`src/tncm_pkg.sv`:
```
// shared constants, types and mode codes of the table nco complex modulator
// no dependencies
`timescale 1ns / 1ps

package tncm_pkg;

    localparam int TABLE_BITS  = 10;
    localparam int SAMPLE_BITS = 16;
    localparam int PHASE_W     = 32;
    localparam int IDX_W       = 10;
    localparam int SMP_W       = 16;
    localparam int ENTRY_W     = 2 * SAMPLE_BITS;

    localparam logic [PHASE_W-1:0] HALF_ENTRY = PHASE_W'(64'd1 << (31 - TABLE_BITS));

    typedef enum logic [1:0] {
        MODE_LOAD = 2'd0,
        MODE_SET  = 2'd1,
        MODE_GEN  = 2'd2
    } tncm_mode_t;

    typedef struct packed {
        logic               set;
        logic               step;
        logic [PHASE_W-1:0] start_phase;
    } tncm_phase_cmd_t;

endpackage

```
`src/tncm_scale.sv`:
```
// one lane: registered product, then round half up and saturate
// depends on tncm_pkg
`timescale 1ns / 1ps

module tncm_scale (
    input  logic                                   aclk,
    input  logic                                   mul_en,
    input  logic                                   out_en,
    input  logic signed [tncm_pkg::SAMPLE_BITS-1:0] amp,
    input  logic signed [tncm_pkg::SAMPLE_BITS-1:0] coef,
    output logic signed [tncm_pkg::SAMPLE_BITS-1:0] res
);

    import tncm_pkg::*;

    localparam int PROD_W = 2 * SAMPLE_BITS;
    localparam logic signed [PROD_W:0] RND    = (PROD_W + 1)'(64'd1 << (SAMPLE_BITS - 2));
    localparam logic signed [PROD_W:0] SAT_HI =
        (PROD_W + 1)'((64'd1 << (SAMPLE_BITS - 1)) - 64'd1);
    localparam logic signed [PROD_W:0] SAT_LO = -SAT_HI - (PROD_W + 1)'(1);

    logic signed [PROD_W-1:0]      prod_reg;
    logic signed [PROD_W:0]        sum_s;
    logic signed [PROD_W:0]        q_s;
    logic signed [SAMPLE_BITS-1:0] res_next;
    logic signed [SAMPLE_BITS-1:0] res_reg;

    always_comb begin
        sum_s = {prod_reg[PROD_W-1], prod_reg} + RND;
        q_s   = sum_s >>> (SAMPLE_BITS - 1);
        if (q_s > SAT_HI) begin
            res_next = SAT_HI[SAMPLE_BITS-1:0];
        end else if (q_s < SAT_LO) begin
            res_next = SAT_LO[SAMPLE_BITS-1:0];
        end else begin
            res_next = q_s[SAMPLE_BITS-1:0];
        end
    end

    always_ff @(posedge aclk) begin
        if (mul_en) begin
            prod_reg <= amp * coef;
        end
        if (out_en) begin
            res_reg <= res_next;
        end
    end

    assign res = res_reg;

endmodule

```
`config.mk`:
```
export PLATFORM = sky130hd
export DESIGN_NAME = tncm_scale
export DESIGN_NICKNAME = d
export VERILOG_FILES = /design/src/tncm_pkg.sv /design/src/tncm_scale.sv
export SDC_FILE = /design/constraint.sdc
export NUM_CORES = 1
export LEC_CHECK = 0
export BUFFER_PORTS_ARGS = -buffer_cell sky130_fd_sc_hd__clkbuf_2
export CAP_MARGIN = 20
export CORE_UTILIZATION = 55
export CTS_BUF_LIST = sky130_fd_sc_hd__clkbuf_4
export DETAILED_ROUTE_END_ITERATION = 8
export PLACE_DENSITY_LB_ADDON = 0.12
export SYNTH_ARGS = -nofsm -noshare
export SYNTH_HDL_FRONTEND = slang
export SYNTH_SLANG_ARGS = --single-unit
```
`constraint.sdc`:
```
create_clock -name aclk -period 7.4 [get_ports aclk]
set_input_delay 2.22 -clock aclk [delete_from_list [all_inputs] [get_ports aclk]]
set_output_delay 2.22 -clock aclk [all_outputs]
set_load 0.01 [all_outputs]
```
==> impl_metrics.yaml <==
outcome:
  status: "completed"
global_route:
  grt_start_max_net_pins: 19
  number_of_antenna_violations_at_the_first_check_in_global_routing: 0
  gr-usage-all-layers_pct: 25.9
  grt.overflow.total: 0
  grt_first_pass_wirelength_um: 43900
  first_global_vias: 9213
worst_setup_path:
  path_buf_inv: 7
  worstPathRequired_ns: 7.59
  setup.worst_path.start_class: "primary input"
  cp-end-kind: "register"
  timing.critical_path.slowest_stage_cell: "sky130_fd_sc_hd__fa_2"
  worstPathCellList: "buf_6 > clkinvlp_4 > buf_12 > buf_4 > nor2_4 > fa_1 > fa_1 > fa_2 > fa_2 > fa_1 > inv_1 > fa_1 > inv_1 > ha_4 > a21oi_2 > o21a_1 > or3b_1 > o21ai_4 > buf_4 > o21ai_1 > a21oi_1"
  timing.critical_path.fanout_max: 7
  cp_top_family: "adder cells"
  path_common_cell: "sky130_fd_sc_hd__fa_1"
  path_class: "in -> reg"
  arrival_ns: 7.44
  crit_path_max_incr_delay_ns: 0.59
timing:
  worst_slew_margin_rel_pct: 43.1
  worst_clock_skew_ns: 0.00947
  postLayoutSetupSlackWorst_ns: 0.152
  finalMaxSlewViolations: 0
  timing.final.crit_share_pct: 97.9
  achievable-frequency_mhz: 138
  report.final.hold_viol_count: 0
  grt_setup_unrepaired: "yes"
  timing_worst_slew_pin_value_ns: 0.848
  final_critical_path_time_including_i_o_delays_and_setup_ns: 7.25
  finalSetupViolCount: 0
logic_synthesis:
  syn_nets: 1572
  synth_seq_cells: 34
  ys_warn_count: 0
  synth_edf_count: 34
  asr_flop_ratio_synth_pct: 0
  avgSynthCellArea_sq_um: 9.43
  predominant_post_synthesis_flop_cell: "sky130_fd_sc_hd__edfxtp_1"
  netlist_area_before_placement_sq_um: 11300
  netlist_instances: 1196
  sequential_fraction_of_the_synthesis_area_pct: 9.05
  synthDistinctLibCells: 58
clocking:
  clock_tree.buffer_depth: 2
  total_cts_buffers: 5
  clkTransAtPathRegs_ns: 0.10
  cts_tree: "done"
  cts_max_level: 2
  cts_hold_buffers: 0
  numClockSinks: 34
  ctsRootBufferMaster: "sky130_fd_sc_hd__clkbuf_4"
  clock_latency_ns: 0.33
die:
  die_area_sq_um: 21100
  floorplan.initialDensity_pct: 55.9
  ioPinCount: 51
  chipHeight_um: 145
  placementRows: 52
  placeableCoreArea_sq_um: 20200
  fp.dieW_um: 145
finish:
  drive_gt1_share_pct: 21.9
  largest_register_ffs: 18
  syn_to_final_growth_pct: 19.9
  finish.net_count: 1743
  diodes: 0
drt:
  routed_wirelength_um: 25200
  drc_errors: 0
  final_antenna_net_count: 0
  via_per_inst: 5.02
  drt_first_pass_iters: 4
  route.vias.total: 8217
  detail_route.wl_per_cell_um: 15.4
  detail_route.iter0.violations: 257
placed_design:
  globalplace.congestion: 0.873
  place_hpwl_um: 22000
  port_buffers: 50
  place_ws_ns: -0.417
worst_hold_path:
  worstHoldPathType: "reg -> reg"
run:
  max_cap_viol_count: 0
==> kinds of logic (layout without fill, tap and decap cells) <==
logic type | after synthesis | count (layout) | synth area share (%)
xor gates and xnor gates | 39 | 39 | 3.03
DFF | 34 | 34 | 9.05
adders and majority gates | 341 | 341 | 55.2
buffers and inverters | 352 | 524 | 11.8
AOI/OAI and AO/OA | 96 | 96 | 5.97
muxes | 1 | 1 | 0.133
and+or+nand+nor | 333 | 333 | 14.9
==> layout make-up <==
cell class | count | area, sq um
clock buffer | 5 | 37.5
multi-input combinational | 810 | 9340
clock inverter | 3 | 68.8
sequential | 34 | 1020
tap | 270 | 338
fill | 1658 | 6650
inverter | 313 | 1180
timing repair buffer | 203 | 1540
==> path summary, 6_finish.rpt <==
kind	depth (start not counted)	startpoint	end	slack, ns
max	21	coef[15]	prod_reg[30]	0.15
min	2	prod_reg[27]	res[12]	0.67
max reg2reg	6	prod_reg[16]	res[9]	4.99
min reg2reg	2	prod_reg[27]	res[12]	0.67
==> cell usage in the layout, fill, tap and decap left out, types with 8 or more instances in the layout <==
cell type,count
sky130_fd_sc_hd__fa_2,10
sky130_fd_sc_hd__nand2_1,133
sky130_fd_sc_hd__ha_1,67
sky130_fd_sc_hd__inv_2,8
sky130_fd_sc_hd__a21oi_1,10
sky130_fd_sc_hd__edfxtp_1,34
sky130_fd_sc_hd__fa_1,251
sky130_fd_sc_hd__xor2_1,13
sky130_fd_sc_hd__xnor2_1,26
sky130_fd_sc_hd__buf_6,8
sky130_fd_sc_hd__and2_1,115
sky130_fd_sc_hd__clkbuf_2,30
sky130_fd_sc_hd__inv_1,304
sky130_fd_sc_hd__nor2_1,19
sky130_fd_sc_hd__nand3_1,10
sky130_fd_sc_hd__clkbuf_4,15
sky130_fd_sc_hd__o21ai_1,21
sky130_fd_sc_hd__buf_4,148
sky130_fd_sc_hd__ha_4,13
==> metrics by stage <==
step | area [sq um] | instances | hold slack [ns] | setup TNS (ns) | util (%)
after CTS | 13000 | 1630 | 0.677 | 0 | 64.7
after detailed placement | 12900 | 1620 | 0.650 | -4.71 | 63.9
after floorplan | 11400 | 1196 | 0.600 | -0.0678 | -
after global routing | 13500 | 1638 | 0.696 | -0.133 | 67.1
after global placement | 12900 | 1620 | 0.647 | -4.07 | 63.9
final | 13500 | 1638 | 0.666 | 0 | 67.1
==> Yosys cell counts (2+ instances only) <==
cell	number	share of area, %
sky130_fd_sc_hd__o211ai_1	3	0.20
sky130_fd_sc_hd__fa_1	261	46
sky130_fd_sc_hd__and2_1	118	6.5
sky130_fd_sc_hd__a21o_1	7	0.47
sky130_fd_sc_hd__a21oi_1	16	0.71
sky130_fd_sc_hd__nand4_1	6	0.33
sky130_fd_sc_hd__and3_1	6	0.33
sky130_fd_sc_hd__xnor2_1	26	2.0
sky130_fd_sc_hd__o21ai_1	23	1.0
sky130_fd_sc_hd__nor2_1	29	0.97
sky130_fd_sc_hd__a311oi_1	2	0.16
sky130_fd_sc_hd__o21a_1	4	0.27
sky130_fd_sc_hd__edfxtp_1	34	9.1
sky130_fd_sc_hd__a22o_1	2	0.16
sky130_fd_sc_hd__xor2_1	13	1.0
sky130_fd_sc_hd__a211o_1	4	0.31
sky130_fd_sc_hd__a21oi_2	2	0.16
sky130_fd_sc_hd__nand2_1	139	4.6
sky130_fd_sc_hd__o22ai_1	2	0.11
sky130_fd_sc_hd__ha_1	80	8.9
sky130_fd_sc_hd__o21bai_1	2	0.13
sky130_fd_sc_hd__nand3_1	10	0.44
sky130_fd_sc_hd__clkbuf_1	37	1.2
sky130_fd_sc_hd__a31oi_1	6	0.33
sky130_fd_sc_hd__nor3_2	2	0.18
sky130_fd_sc_hd__nand2b_1	7	0.39
sky130_fd_sc_hd__nor3_1	2	0.089
sky130_fd_sc_hd__or2_2	3	0.17
sky130_fd_sc_hd__inv_1	313	10
sky130_fd_sc_hd__and4_1	3	0.23
sky130_fd_sc_hd__o21ai_0	7	0.31
==> what timing repair did <==
action,in CTS,in global routing
buffers inserted,2,9
setup endpoints to repair,2,16
resized for setup,9,110
pin swaps,2,60
==> per-layer routing <==
layer | vias to the layer above | part of all wire (%) | GRT usage [%]
li1 | 3893 | - | -
met1 | 4150 | 43 | 33.2
met2 | 131 | 52 | 47.7
met3 | 43 | 2.4 | 1.76
met4 | 0 | 2.5 | 6.63
met5 | - | 0 | 0
==> worst register-to-register path, cell delays in order, from the launching register on <==
cell	delay [ns]
sky130_fd_sc_hd__edfxtp_1	0.46
sky130_fd_sc_hd__nand3_1	0.10
sky130_fd_sc_hd__nor2_1	0.21
sky130_fd_sc_hd__nand4_1	0.28
sky130_fd_sc_hd__o21a_1	0.27
sky130_fd_sc_hd__nor3_2	0.64
sky130_fd_sc_hd__o21ai_1	0.18
Power is not shown: default switching activity piles up to over one toggle a cycle in this logic, so the estimate is an artifact.
