==> config.mk <==
export PLATFORM = sky130hd
export DESIGN_NAME = tncm_phase
export DESIGN_NICKNAME = d
export VERILOG_FILES = /design/src/tncm_pkg.sv /design/src/tncm_phase.sv
export SDC_FILE = /design/constraint.sdc
export NUM_CORES = 1
export LEC_CHECK = 0
export ABC_AREA = 1
export BUFFER_PORTS_ARGS = -buffer_cell sky130_fd_sc_hd__buf_2
export CAP_MARGIN = 20
export CORE_MARGIN = 4
export CORE_UTILIZATION = 51
export DETAILED_ROUTE_END_ITERATION = 8
export PLACE_DENSITY = 0.75
export SYNTH_ARGS = -nofsm -noshare
export SYNTH_HDL_FRONTEND = slang
export SYNTH_SLANG_ARGS = --single-unit
==> constraint.sdc <==
create_clock -name aclk -period 5.85 [get_ports aclk]
set_input_delay 0.8775 -clock aclk [delete_from_list [all_inputs] [get_ports aclk]]
set_output_delay 0.8775 -clock aclk [all_outputs]
set_load 0.05 [all_outputs]
==> src/tncm_pkg.sv <==
// shared constants, types and mode codes of the table nco complex modulator
// no dependencies
`timescale 1ns / 1ps

package tncm_pkg;

    localparam int TABLE_BITS  = 10;
    localparam int SAMPLE_BITS = 16;
    localparam int PHASE_W     = 32;
    localparam int IDX_W       = 10;
    localparam int SMP_W       = 16;
    localparam int ENTRY_W     = 2 * SAMPLE_BITS;

    localparam logic [PHASE_W-1:0] HALF_ENTRY = PHASE_W'(64'd1 << (31 - TABLE_BITS));

    typedef enum logic [1:0] {
        MODE_LOAD = 2'd0,
        MODE_SET  = 2'd1,
        MODE_GEN  = 2'd2
    } tncm_mode_t;

    typedef struct packed {
        logic               set;
        logic               step;
        logic [PHASE_W-1:0] start_phase;
    } tncm_phase_cmd_t;

endpackage

==> src/tncm_phase.sv <==
// phase accumulator and phase increment register
// depends on tncm_pkg
`timescale 1ns / 1ps

module tncm_phase (
    input  logic                                aclk,
    input  logic                                aresetn,
    input  logic                                cfg_we,
    input  logic [tncm_pkg::PHASE_W-1:0]        cfg_data,
    input  tncm_pkg::tncm_phase_cmd_t           cmd,
    output logic [tncm_pkg::TABLE_BITS-1:0]     index,
    output logic [tncm_pkg::PHASE_W-1:0]        phase_after
);

    import tncm_pkg::*;

    logic [PHASE_W-1:0] incr_reg;
    logic [PHASE_W-1:0] acc_reg;
    logic [PHASE_W-1:0] acc_step;
    logic [PHASE_W-1:0] acc_next;

    assign acc_step = acc_reg + incr_reg;

    always_comb begin
        acc_next = acc_reg;
        if (cmd.set) begin
            acc_next = cmd.start_phase + HALF_ENTRY;
        end else if (cmd.step) begin
            acc_next = acc_step;
        end
    end

    always_ff @(posedge aclk) begin
        if (!aresetn) begin
            incr_reg <= '0;
            acc_reg  <= HALF_ENTRY;
        end else begin
            if (cfg_we) begin
                incr_reg <= cfg_data;
            end
            acc_reg <= acc_next;
        end
    end

    assign index       = acc_reg[PHASE_W-1 -: TABLE_BITS];
    assign phase_after = acc_step - HALF_ENTRY;

endmodule

==> results.py, run 1 <==
metrics = {
    "status": {
        "status": "finished clean",
    },
    "sta": {
        "hold_viol": 0,
        "layout_setup_ws_ps": 1925,
        "fin_worst_skew_ps": 14.60,
        "setup_viol": 0,
        "fin_crit_ps": 3925,
        "maxSlewViolCount": 0,
        "fin_crit_sh": 0.6709,
        "finalSetupTns_ps": 0,
        "rsz0062_at_grt": "false",
        "maxSlewHeadroom": 0.2711,
        "timing.fmax_mhz": 254.8,
        "worst_pin_slew_ps": 1092,
    },
    "placed_design": {
        "dp.cells": 1115,
        "dp_hpwl_um": 11910,
        "io_buffers": 110,
        "gp_congestion": 0.9456,
        "pre_cts_slack_ps": 2295,
        "placed_area_um2": 5963,
    },
    "clock_tree": {
        "ctsHtreeMaxLevel": 3,
        "cts.repair.resized": 0,
        "hold_buffers": 0,
        "clk_pin_slew_ps": 70,
        "cts_made_buffers": 9,
        "cts-root-buf": "clkbuf_8",
        "clk_latency_ps": 360,
        "clockBufferDepth": 2,
        "cts_tree": "done",
        "post_cts_buffers": 0,
        "clkSinkCount": 64,
    },
    "logic_synthesis": {
        "synth-edff-count": 0,
        "postSynthCellCount": 899,
        "syn_avg_cell_area_um2": 5.985,
        "async_flop_share": 0,
        "syn_nets": 1002,
        "yosys_most_used_dff": "dfxtp_1",
        "synth.largest_area_cell": "dfxtp_1",
        "synth_fa_ha_area_frac": 0.08047,
        "yosysMostFrequentCell": "nand2_1",
        "netlist_top_cells_count": "303 x nand2_1, 142 x inv_1, 98 x nor2_1",
        "synth-compound-area-share": 0.1021,
        "ys_ff_latch": 64,
        "yosysWarnings": 0,
        "synth_top_area_frac": 0.2381,
        "synth_simple_gate_area_frac": 0.4040,
        "synthTopCellsByArea": "dfxtp_1 24%, nand2_1 21%, inv_1 9.9%, ha_1 7.7%, nor2_1 6.8%",
        "ys_seq_area_frac": 0.2381,
        "syn_area_um2": 5380,
        "muxShareOfSynthArea": 0,
        "ys_types": 33,
        "synth_top_family_by_area": "simple AND/OR/NAND/NOR gates",
        "synth_xor_area_frac": 0.04698,
    },
    "worst_hold_path": {
        "hp-class": "reg2reg",
    },
    "grt": {
        "grt_max_degree": 37,
        "grt_pass1_vias": 5313,
        "grt_pass1_wl_um": 25220,
        "grt_usage": 0.2489,
        "antenna_found_initial": 0,
        "gr-total-overflow": 0,
    },
    "cells_and_area": {
        "final_cells": 1132,
        "drive_above_1_share": 0.1827,
        "num-nets-final": 1094,
        "antenna_cells": 0,
        "area_growth_pct": 15.47,
        "final_area_um2": 6212,
    },
    "floorplanning": {
        "num_rows": 37,
        "coreArea_um2": 10280,
        "design.portCount": 111,
        "die_h_um": 110.7,
        "fp.dieW_um": 110.7,
        "die_area_um2": 12260,
        "start_util": 0.5235,
    },
    "drt": {
        "finalWirelength_um": 15620,
        "firstDrtPassIters": 5,
        "vias": 5733,
        "via_per_inst": 5.064,
        "postRouteAntennaNets": 0,
        "first_iter_violations": 401,
        "remaining_drc_errors": 0,
        "post_drt_wl_per_cell_um": 13.80,
    },
    "worst_setup_path": {
        "cpPeakStageDelay_ps": 410,
        "required_ps": 4970,
        "path_buf_inv": 3,
        "cp-start-kind": "register",
        "cp_slowest_cell": "fa_1",
        "crit_top_cell": "nand2_1",
        "critical-path-top-delay-family": "simple AND/OR/NAND/NOR gates",
        "critPathArrivalTime_ps": 3050,
        "worst_setup_path_end_kind": "output port",
        "path_cells": "ha_1, inv_1, fa_1, inv_1, nand3_1, nand3_1, nand3_1, nand2_1, nand2_1, nand2_1, nand2_1, nand2_1, nand2_1, nor2_1, nand3_1, nand2_1, buf_2",
        "worst-path-max-fanout": 3,
        "worstSetupPathType": "reg2out",
    },
    "pwr": {
        "max-vdd-ir-drop_mv": 0.1503,
        "p_leak_nw": 3.516,
        "total_power_w": 0.001561,
        "pwr_density_cell_nw_per_um2": 251.2,
    },
    "flow_run": {
        "cap_violations": 0,
    },
}
## final timing paths
kind,start,to,slack [ps],cells after the start
hold / removal,acc_reg[15],acc_reg[15],500,2
hold reg to reg,acc_reg[15],acc_reg[15],500,2
setup reg to reg,acc_reg[0],acc_reg[20],3450,13
setup / recovery,acc_reg[0],phase_after[30],1930,17
## power by group
part           internal (W)  switching, W
logic              0.000168      0.000458
registers          0.000468     0.0000206
clock network      0.000251      0.000195
total              0.000887      0.000673
## kinds of logic after synthesis
| logic type | after synthesis |
|---|---|
| xor+xnor | 28 |
| compound gates | 98 |
| buf+inv | 174 |
| fa+ha+maj | 34 |
| flops | 64 |
| simple gates | 501 |
## per-stage QoR
| stage | hold WS (ps) | util |
|---|---|---|
| CTS | 496.1 | 0.6018 |
| finish | 496.4 | 0.6045 |
| floorplan | 454.6 | - |
| global route | 514.6 | 0.6045 |
| detailed placement | 485.8 | 0.5802 |
| global placement | 481.9 | 0.5802 |
## layer usage
metal  share of wire  routed length, µm  up-vias  GRT usage
met3           0.068               1066       25    0.03657
met1            0.45               7079     2556     0.3407
met4           0.015                229        0    0.07143
met2            0.46               7246      192     0.4070
li1                -                  -     2960          -
met5               0                  0        -          0
## cell usage in the layout, fill, tap and decap left out, types with 5 or more instances in the layout
cell	synthesis	layout
nor2_2	12	14
nand2_1	303	303
nor2_4	6	6
nand4_1	6	6
clkbuf_8	0	10
o21ai_0	37	37
nand3_1	37	37
ha_1	33	33
a31oi_1	25	25
dfxtp_1	64	64
nor2_1	98	96
xnor2_1	5	5
a21oi_1	27	27
buf_2	0	110
inv_1	142	142
nand2_2	24	24
xor2_1	22	22
## area by class of cell
cell class,instances,area (µm²)
multi-input combinational,661,3413
fill,1084,4065
inverter,142,533.0
clock inverter,5,80.08
clock buffer,11,141.4
tap,136,170.2
sequential,64,1281
timing repair buffer,113,593.1
## worst register-to-register path, stage by stage, from the launching register on
cell and delay [ps]:
dfxtp_1 350, ha_1 230, inv_1 80, fa_1 410, inv_1 110, nand3_1 70, nand3_1 140, nand3_1 80
nand2_1 210, nand3_1 100, nand2_1 90, xor2_1 260, nand2_1 80, a21oi_1 120
No activity file was read; power rests on OpenSTA's default activity.
==> inputs of run 2 (changes only) <==
==> constraint.sdc (replaced) <==
create_clock -name aclk -period 3.95 [get_ports aclk]
set_input_delay 0.5925 -clock aclk [delete_from_list [all_inputs] [get_ports aclk]]
set_output_delay 0.5925 -clock aclk [all_outputs]
set_load 0.05 [all_outputs]
==> run 2 against run 1 <==
Compared with the run above:
- sequential power up 48%
- routed wire length shrank 3.0%
- sequential cell count is the same
- sequential share of layout area about the same
- clock-buffer cell count down 1
- final cell count barely moved
- via count fell by 0.73%
- utilization down 0.12 points
- register-to-register slack worse by 2000 ps
- largest cell class unchanged
==> results.py, run 2 (synthesis gave the netlist of run 1 again) <==
metrics = {
    "floorplanning": {
        "die_h_um": 110.7,
        "die_area_um2": 12260,
        "start_util": 0.5235,
        "num_rows": 37,
        "design.portCount": 111,
        "coreArea_um2": 10280,
        "fp.dieW_um": 110.7,
    },
    "clock_tree": {
        "cts-root-buf": "clkbuf_8",
        "cts.repair.resized": 0,
        "cts_tree": "done",
        "clkSinkCount": 64,
        "hold_buffers": 0,
        "cts_made_buffers": 9,
        "ctsHtreeMaxLevel": 3,
        "clk_pin_slew_ps": 80,
        "clockBufferDepth": 2,
        "clk_latency_ps": 360,
        "post_cts_buffers": 0,
    },
    "cells_and_area": {
        "layout_commonest_cell": "nand2_1",
        "area_growth_pct": 15.23,
        "drive_above_1_share": 0.1846,
        "final_cells": 1133,
        "antenna_cells": 0,
        "fillers": 1092,
        "num-nets-final": 1095,
        "layout_common_cells": "303 x nand2_1, 142 x inv_1, 110 x buf_2",
    },
    "sta": {
        "finalSetupTns_ps": 0,
        "fin_worst_skew_ps": 10.66,
        "timing.fmax_mhz": 277.1,
        "fin_crit_ps": 3609,
        "worst_pin_slew_ps": 801.4,
        "maxSlewHeadroom": 0.4651,
        "setup_viol": 0,
        "fin_crit_sh": 0.9137,
        "rsz0062_at_grt": "false",
        "maxSlewViolCount": 0,
        "hold_viol": 0,
    },
    "drt": {
        "remaining_drc_errors": 0,
        "firstDrtPassIters": 5,
        "via_per_inst": 5.023,
        "wl_met1_um": 6964,
        "first_iter_violations": 356,
        "dr.max_layer_used": "met4",
        "post_drt_wl_per_cell_um": 13.37,
        "wl_met2_um": 6856,
        "dr_wl_met3_um": 1095,
        "finalWirelength_um": 15150,
        "postRouteAntennaNets": 0,
        "vias": 5691,
    },
    "grt": {
        "grt_pass1_vias": 5307,
        "antenna_found_initial": 0,
        "gr-total-overflow": 0,
        "grt_max_degree": 37,
        "grt_pass1_wl_um": 24770,
        "grt_usage": 0.2436,
    },
    "pwr": {
        "pwr-share-clk": 0.244,
        "comb_power_share": 0.425,
        "pwr_density_cell_nw_per_um2": 351.7,
        "switching_share": 0.4545,
        "max-vdd-ir-drop_mv": 0.2368,
        "internal-power_w": 0.001190,
        "p_sw_w": 0.0009912,
        "p_leak_nw": 3.504,
        "seqPwrFrac": 0.332,
    },
    "flow_run": {
        "cap_violations": 0,
    },
    "placed_design": {
        "io_buffers": 110,
        "dp_hpwl_um": 11800,
        "dp.cells": 1115,
        "gp_congestion": 0.9661,
    },
    "worst_setup_path": {
        "required_ps": 3360,
        "cp-start-kind": "register",
        "worst_setup_path_end_kind": "output port",
        "worstSetupPathType": "reg2out",
        "worst-path-max-fanout": 5,
        "critPathArrivalTime_ps": 3020,
    },
    "status": {
        "status": "finished clean",
    },
    "worst_hold_path": {
        "hp-class": "in2reg",
    },
}
## run 2: changes by cell type in the layout (fill, tap and decap cells not counted), sizes merged
cell and delta:
buf +1, bufinv -2, clkbuf -1, clkinvlp +2
inv +1
## run 2: final cells by class
cell class | instances | area (µm²) | share of cell area
clock buffer | 10 | 137.6 | 0.02220
clock inverter | 6 | 43.79 | 0.007064
inverter | 142 | 533.0 | 0.08597
multi-input combinational | 661 | 3413 | 0.5506
sequential | 64 | 1281 | 0.2067
tap | 136 | 170.2 | 0.02745
timing repair buffer | 114 | 620.6 | 0.1001
## run 2: worst max-delay path, cell delays in order (launching register included)
cell and delay (ps):
dfxtp_1 340, ha_1 220, inv_1 70, fa_1 410, inv_1 110, nand2_1 60, nand3_1 160, nand2_1 120
nand3_2 90, nand2_2 60, nand2_2 110, ha_1 250, nand3_4 110, nor2_4 140, xor2_1 150, buf_2 270
## run 2: per-stage QoR
step	hold slack, ps	util	power, W	worst slack [ps]	cell area [µm²]
2_1_floorplan	454.6	-	0.001441	631.7	5380
3_3_place_gp	474.1	0.5802	0.001649	796.1	5963
3_5_place_dp	486.4	0.5802	0.001652	711.7	5963
4_1_cts	442.2	0.5979	0.002179	320.1	6145
5_1_grt	451.0	0.6032	0.002299	30.64	6200
6_report	451.6	0.6032	0.002181	340.7	6200
## run 2: power by group through the flow
stage | sequential, W | combinational (W) | clock [W]
5_1_grt | 0.000729 | 0.00100 | 0.000567
4_1_cts | 0.000723 | 0.000919 | 0.000537
3_3_place_gp | 0.000737 | 0.000912 | 0
3_5_place_dp | 0.000738 | 0.000915 | 0
2_1_floorplan | 0.000728 | 0.000713 | 0
6_report | 0.000723 | 0.000926 | 0.000531
## run 2: final timing paths
path,startpoint,end,slack (ps),cells past startpoint
hold reg to reg,acc_reg[15],acc_reg[15],490,2
setup / recovery,incr_reg[0],phase_after[27],340,15
hold / removal,cfg_data[5],incr_reg[5],450,3
setup reg to reg,incr_reg[0],acc_reg[20],1470,13
## run 2: metal layers
metal,GRT usage,up-vias
met5,0,-
met4,0.05829,0
met3,0.04312,24
met2,0.4009,189
met1,0.3317,2519
li1,-,2959
